$ cat config.mk
export PLATFORM = sky130hd
export DESIGN_NAME = bdt_front
export DESIGN_NICKNAME = d
export VERILOG_FILES = /design/src/rtl/bdt_pkg.sv /design/src/rtl/bdt_front.sv
export SDC_FILE = /design/constraint.sdc
export NUM_CORES = 1
export LEC_CHECK = 0
export BUFFER_PORTS_ARGS = -buffer_cell sky130_fd_sc_hd__buf_4
export CAP_MARGIN = 20
export CORE_MARGIN = 2
export CORE_UTILIZATION = 47
export DETAILED_ROUTE_END_ITERATION = 16
export PLACE_DENSITY = 0.77
export SETUP_SLACK_MARGIN = 0.5
export SLEW_MARGIN = 20
export SYNTH_ARGS = -nofsm -noshare
export SYNTH_HDL_FRONTEND = slang
export SYNTH_SLANG_ARGS = --single-unit
$ cat constraint.sdc
create_clock -name clk -period 11 [get_ports clk]
set_input_delay 1.1 -clock clk [delete_from_list [all_inputs] [get_ports clk]]
set_output_delay 1.1 -clock clk [all_outputs]
set_load 0.02 [all_outputs]
$ cat src/rtl/bdt_pkg.sv
// ----------------------------------------------------------------------------
// bdt_pkg
// Shared types, constants and helpers of the banded alignment core.
// ----------------------------------------------------------------------------
package bdt_pkg;

  localparam int SW     = 44;
  localparam int NUM_W  = 34;
  localparam int DEN_W  = 17;
  localparam int PROD_W = 49;

  localparam logic signed [SW-1:0] INF_Q  = 44'sd65536000000;
  localparam logic signed [SW-1:0] BEST_Q = 44'sd19661;
  localparam logic [14:0]          BEST_U = 15'd19661;
  localparam logic [NUM_W-1:0]     ONE_Q  = 34'd65536;
  localparam logic signed [39:0]   SKIP_RESET = -40'sd19661;
  localparam logic signed [SW-1:0] SAT_MAX = 44'sd549755813887;
  localparam logic signed [SW-1:0] SAT_MIN = -44'sd549755813888;

  localparam logic [2:0] MV_DIAG    = 3'd0;
  localparam logic [2:0] MV_SRC     = 3'd1;
  localparam logic [2:0] MV_DST     = 3'd2;
  localparam logic [2:0] MV_TWO_ONE = 3'd3;
  localparam logic [2:0] MV_ONE_TWO = 3'd4;
  localparam logic [2:0] MV_DEAD    = 3'd5;

  localparam logic [1:0] CFG_SKIP = 2'd0;
  localparam logic [1:0] CFG_ROWS = 2'd1;
  localparam logic [1:0] CFG_COLS = 2'd2;

  localparam logic [1:0] K_DIAG = 2'd0;
  localparam logic [1:0] K_TWO  = 2'd1;
  localparam logic [1:0] K_LAST = 2'd2;

  typedef struct packed {
    logic               kind;
    logic [10:0]        row;
    logic [10:0]        col;
    logic signed [39:0] sim_diag;
    logic signed [39:0] sim_up_two;
    logic signed [39:0] sim_left_two;
    logic [15:0]        src_len_prev;
    logic [15:0]        src_len_prev2;
    logic [15:0]        dst_len_prev;
    logic [15:0]        dst_len_prev2;
  } item_t;

  typedef struct packed {
    logic signed [39:0] cell_score;
    logic [2:0]         move;
    logic [10:0]        trail_row;
    logic [10:0]        trail_col;
    logic               last;
    logic               bad_trail;
  } res_t;

  typedef enum logic [4:0] {
    S_IDLE, S_CROW, S_DSTART, S_DWAIT, S_MUL, S_BON, S_PREP1, S_PREP2,
    S_RD, S_SUB, S_CMP, S_FIN, S_TSTART, S_TOFF, S_TOFFW, S_TMVW, S_TEMIT
  } back_state_t;

  function automatic logic [1:0] mod3(input logic [10:0] v);
    logic [11:0] w;
    logic [4:0]  s;
    w = {1'b0, v};
    s = '0;
    for (int i = 0; i < 6; i++) begin
      s = s + {3'b0, w[2*i +: 2]};
    end
    for (int i = 0; i < 6; i++) begin
      if (s >= 5'd3) begin
        s = s - 5'd3;
      end
    end
    return s[1:0];
  endfunction

endpackage

$ cat src/rtl/bdt_front.sv
// ----------------------------------------------------------------------------
// bdt_front
// Request intake: two-entry queue ahead of the cell and trace engine.
// ----------------------------------------------------------------------------
module bdt_front import bdt_pkg::*; (
  input  logic  clk,
  input  logic  rst_n,
  input  logic  start,
  input  item_t in_item,
  output logic  busy,
  output logic  q_valid,
  output item_t q_item,
  input  logic  q_pop
);

  item_t      mem_r [2];
  logic       wptr_r;
  logic       rptr_r;
  logic [1:0] cnt_r;
  logic       push;

  assign busy    = cnt_r == 2'd2;
  assign push    = start && !busy;
  assign q_valid = cnt_r != 2'd0;
  assign q_item  = mem_r[rptr_r];

  always_ff @(posedge clk) begin
    if (!rst_n) begin
      wptr_r <= 1'b0;
      rptr_r <= 1'b0;
      cnt_r  <= '0;
    end else begin
      if (push) begin
        wptr_r <= !wptr_r;
      end
      if (q_pop) begin
        rptr_r <= !rptr_r;
      end
      cnt_r <= cnt_r + {1'b0, push} - {1'b0, q_pop};
    end
  end

  always_ff @(posedge clk) begin
    if (push) begin
      mem_r[wptr_r] <= in_item;
    end
  end

endmodule

==> results.py, run 1 <==
metrics = {
    "grt": {
        "grt_overflow": 0,
        "grt_pass1_wl_um": 47400,
        "antenna_found_initial": 1,
        "grt_max_degree": 138,
        "grt_usage_pct": 17.7,
        "first_global_vias": 8311,
    },
    "route": {
        "drt-total-wl_um": 31800,
        "ant_nets": 0,
        "drt_iter0_markers": 451,
        "wl_per_cell_um": 20.0,
        "drc_errors": 0,
        "dr.pass1.iters": 4,
        "via_per_inst": 4.92,
        "vias": 7827,
    },
    "sta": {
        "skew_ns": 0.0124,
        "setup_violations": 0,
        "hold_viol_final": 0,
        "layout_setup_ws_ns": 6.76,
        "period_minus_slack_ns": 4.24,
        "maxSlewViolCount": 0,
        "rsz0062_at_grt": "no",
        "max_freq_mhz": 236,
        "worst_slew_pin_slew_ns": 1.16,
        "post-route-period-util_pct": 38.5,
        "slew_headroom_pct": 22.5,
        "setup-tns-final_ns": 0,
    },
    "clock_network": {
        "cts_tree": "done",
        "cts_made_buffers": 42,
        "clock_latency_ns": 0.53,
        "clock_path_buffers": 3,
        "post-cts-setup-buffer-count": 0,
        "clockRootBuffer": "clkbuf_16",
        "cts.clk_slew.worst_paths_ns": 0.06,
        "cts.sinks": 419,
        "hold_buffers": 0,
        "cts-htree-levels": 2,
        "post_cts_resized": 0,
    },
    "placement": {
        "gp_congestion": 0.782,
        "dp_slack_ns": 7.17,
        "placed_area_mm2": 0.0193,
        "portBuffers": 419,
        "dp_hpwl_um": 21400,
    },
    "worst_hold_path": {
        "hold_path.class": "reg -> reg",
    },
    "floorplan": {
        "io-pin-count": 420,
        "die_area_mm2": 0.0349,
        "core_area_mm2": 0.0327,
        "fp.dieW_um": 187,
        "core.rowCount": 66,
        "start_util_pct": 48.0,
        "die_y_um": 187,
    },
    "cells_and_area": {
        "final_layout_size_suffix_gt1_share_pct": 60.0,
        "finish.utilization_pct": 62.8,
        "syn_to_final_growth_pct": 31.0,
        "final_cell_area_mm2": 0.0206,
        "nets": 1329,
    },
    "synth": {
        "synth_nets": 882,
        "yosysUniqueCellTypes": 17,
        "netlist_area_mm2": 0.0157,
        "postSynthCellCount": 669,
        "yosys_warnings": 0,
        "ys_seq_elements": 419,
        "ys_seq_area_share_pct": 79.9,
        "syn_area_per_cell_um2": 23.5,
    },
    "power": {
        "p_leak_nw": 7.93,
        "power.density_mw_per_mm2": 211,
        "peakVddDrop_v": 0.000147,
    },
    "critical_path": {
        "startpoint_type": "flip-flop",
        "crit_type": "reg -> out",
        "crit_required_ns": 9.90,
        "path_max_fanout": 137,
        "crit_arrival_ns": 3.14,
        "endpoint_kind": "output port",
    },
    "status": {
        "run_status": "finished, final reports clean",
    },
    "run": {
        "drv_cap": 0,
    },
}
[report_power, final]
part,switching (mW),leakage [nW],internal (mW)
clock network,0.549,0.628,0.782
logic,0.497,3.40,0.421
registers,0.0626,3.90,2.03
[critical path, cell delays in order (launching register included)]
cell     delay, ns
dfxtp_4       1.00
buf_12        0.69
mux2_2        0.43
buf_4         0.16
[registers in the layout, indices dropped and copies added, names as in the netlist, named ones only]
register	cells
rptr_r	1
cnt_r	2
mem_r	414
wptr_r	1
[synthesized netlist by cell type]
cell type	count	share of area [%]
dfxtp_1	5	0.64
and3_1	1	0.040
buf_2	7	0.22
and2_1	1	0.040
mux2i_1	1	0.064
nor2_1	4	0.096
xnor2_1	2	0.11
mux2_2	77	5.5
xor2_1	1	0.056
or2_2	1	0.040
ha_1	2	0.16
mux2_4	130	12
edfxtp_1	414	79
nand2b_1	2	0.080
nand2_1	2	0.048
inv_1	3	0.072
buf_6	16	1.1
[final timing paths]
path	from	to	slack (ns)	depth (start not counted)
min reg2reg	wptr_r	wptr_r	0.54	2
max	flip-flop	q_item[206]	6.76	3
min	wptr_r	wptr_r	0.54	2
max reg2reg	cnt_r[0]	mem_r[0][137]	7.87	5
[metrics by stage]
stage,power (mW),std cells,hold slack [ns]
floorplan,2.70,669,0.466
global placement,3.03,1514,0.497
detailed placement,3.05,1514,0.526
CTS,4.39,1589,0.542
global route,4.51,1590,0.578
finish,4.34,1590,0.535
[per-layer routing]
layer  up-vias  share of wire [%]  track usage [%]  wire [um]
li1       3553                  -                -          -
met1      3852                 36             19.8      11500
met2       364                 50             31.0      16000
met3        58                 10             6.70       3280
met4         0                3.0             6.20        955
met5         -                  0                0          0
[final cells by class]
cell class / count / area [um2]
flip-flops and latches: 419 / 12500
clock inverters: 14 / 86.3
fillers: 2317 / 12100
clock buffers: 61 / 1210
well taps: 442 / 553
multi-input cells: 224 / 2950
inverters: 3 / 11.3
repair buffers: 426 / 3210
diodes: 1 / 2.50
[placed cells by master, fill, tap and decap left out, drive strengths merged]
cell type	Yosys	layout
dfxtp	5	5
bufinv	0	1
diode	0	1
or2	1	1
mux2i	1	1
clkbuf	0	61
ha	2	2
and3	1	1
xnor2	2	2
edfxtp	414	414
buf	23	426
mux2	207	207
nand2	2	2
xor2	1	1
inv	3	4
nor2	4	4
and2	1	1
clkinv	0	12
nand2b	2	2
[logic make-up (layout without fill, tap and decap cells)]
group / Yosys count / count (layout) / share of synthesized area [%]
multiplexers: 208 / 208 / 18.0
XOR/XNOR: 3 / 3 / 0.167
AND/OR/NAND/NOR: 11 / 11 / 0.343
flip-flops: 419 / 419 / 79.9
adder cells (fa/ha/maj): 2 / 2 / 0.159
other: 0 / 1 / 0
buffers and inverters: 26 / 504 / 1.44
No activity file was read; power rests on OpenSTA's default activity.
==> run 2: changes to the inputs <==
Settings changed: CORE_UTILIZATION 47 to 52, PLACE_DENSITY 0.77 to 0.81.
Clock period 11 ns to 4.4 ns, I/O delays scaled along.
==> run 2 against run 1 <==
Effect of this change:
- worst setup slack worse by 5.3 ns
- critical endpoint is now q_item[26]
- worst hold slack lost 0.44 ns
- global-route usage grew 2.0 points
- total power grew to 2.5 times the previous value
- sequential power grew to 2.5 times the previous value
- clock power rose to 2.5 times the previous value
- register-to-register slack lost 5.5 ns
- via count up 1.0%
- core utilization up 6.5 points
- highest routed layer unchanged
- clock-buffer cell count down 9
==> results.py, run 2 (synthesized netlist as in run 1, its figures left out) <==
metrics = {
    "power": {
        "p_leak_nw": 7.98,
        "power.density_mw_per_mm2": 530,
        "peakVddDrop_v": 0.000376,
        "power_mw": 10.9,
    },
    "route": {
        "drt-total-wl_um": 32800,
        "dr.pass1.iters": 4,
        "drt_iter0_markers": 471,
        "drc_errors": 0,
        "vias": 7909,
        "ant_nets": 0,
        "via_per_inst": 5.13,
        "wl_per_cell_um": 21.3,
    },
    "clock_network": {
        "cts-htree-levels": 2,
        "cts.sinks": 419,
        "clock_path_buffers": 3,
        "post_cts_resized": 0,
        "cts_tree": "done",
        "hold_buffers": 0,
        "cts_made_buffers": 42,
        "cts.clk_slew.worst_paths_ns": 0.06,
        "clock_latency_ns": 0.52,
        "post-cts-setup-buffer-count": 0,
        "clockRootBuffer": "clkbuf_16",
    },
    "grt": {
        "grt_pass1_wl_um": 46400,
        "first_global_vias": 8218,
        "grt_max_degree": 91,
        "antenna_found_initial": 0,
        "grt_overflow": 0,
        "grt_usage_pct": 19.7,
    },
    "sta": {
        "setup-tns-final_ns": 0,
        "maxSlewViolCount": 0,
        "rsz0062_at_grt": "no",
        "setup_violations": 0,
        "max_freq_mhz": 339,
        "worst_slew_pin_slew_ns": 0.904,
        "slew_headroom_pct": 39.7,
        "hold_viol_final": 0,
        "skew_ns": 0.0143,
        "post-route-period-util_pct": 67.1,
        "whs_ns": 0.0973,
        "period_minus_slack_ns": 2.95,
    },
    "cells_and_area": {
        "final_cells": 1541,
        "antennaDiodeCount": 0,
        "final_layout_size_suffix_gt1_share_pct": 61.1,
        "top_regs": "mem_r: 414 flops, cnt_r: 2 flops",
        "mostFrequentLayoutCells": "425 x buf_4, 414 x edfxtp_1, 130 x mux2_4, 77 x mux2_2, 43 x clkbuf_16",
        "syn_to_final_growth_pct": 31.3,
        "largest_reg_flops": 414,
        "top_register": "mem_r",
        "finish.utilization_pct": 69.4,
        "layout_commonest_cell": "buf_4",
        "nets": 1334,
    },
    "placement": {
        "dp_cells": 1467,
        "gp_congestion": 0.766,
        "dp_hpwl_um": 22400,
        "portBuffers": 419,
    },
    "critical_path": {
        "worstPathCellList": "buf_4 -> mux2_2 -> buf_4",
        "path_buf_inv": 2,
        "r2r_end": "mem_r[1][126]",
        "critical-path-max-stage-delay_ns": 0.94,
        "r2r_slack_ns": 2.33,
        "cpMostUsedCell": "buf_4",
        "cp-endpoint": "q_item[26]",
        "worst-path-stages": 3,
        "r2r-start": "cnt_r[0]",
        "crit_required_ns": 3.96,
        "critPathTopFamily": "flip-flops",
        "endpoint_kind": "output port",
        "cp_slowest_cell": "dfxtp_4",
        "startpoint_type": "flip-flop",
        "crit_arrival_ns": 2.51,
        "rr_worst_depth": 3,
        "path_max_fanout": 62,
        "crit_type": "reg -> out",
    },
    "floorplan": {
        "core_area_mm2": 0.0297,
        "io-pin-count": 420,
        "core.rowCount": 63,
        "start_util_pct": 52.8,
        "fp.dieW_um": 178,
        "die_area_mm2": 0.0316,
        "die_y_um": 178,
    },
    "worst_hold_path": {
        "hold_path.class": "in -> reg",
        "min_path_cells": 1,
    },
    "status": {
        "run_status": "finished, final reports clean",
    },
    "run": {
        "drv_cap": 0,
    },
}
run 2: metal layers:
| metal | share of wire, % | global-route usage, % | routed length [um] |
|---|---|---|---|
| met1 | 35 | 21.7 | 11600 |
| met2 | 52 | 34.8 | 16900 |
| met3 | 9.2 | 6.88 | 3010 |
| met4 | 3.9 | 7.99 | 1270 |
| met5 | 0 | 0 | 0 |
run 2: worst min path at each step:
stage	from	endpoint	slack [ns]
floorplan	rptr_r	flip-flop	0.48
global placement	rptr_r	flip-flop	0.50
detailed placement	rptr_r	rptr_r	0.51
CTS	in_item[51]	mem_r[1][51]	0.07
global route	in_item[38]	mem_r[1][38]	0.07
finish	in_item[54]	mem_r[0][54]	0.1
run 2: power breakdown:
part | switching (mW) | internal (mW)
clock network | 1.39 | 1.97
registers | 0.162 | 5.07
logic | 1.26 | 1.08
run 2: layout make-up:
class | count | area, um2
Multi-Input combinational cell | 224 | 2960
Clock inverter | 22 | 193
Fill cell | 1836 | 9110
Clock buffer | 52 | 1110
Timing Repair Buffer | 431 | 3310
Tap cell | 390 | 488
Inverter | 3 | 11.3
Sequential cell | 419 | 12500
run 2: through the flow:
step	setup WS, ns	cell area (um2)
3_3_place_gp	1.99	19300
3_5_place_dp	1.95	19300
4_1_cts	1.39	20600
2_1_floorplan	0.416	15700
5_1_grt	1.31	20600
6_report	1.45	20600
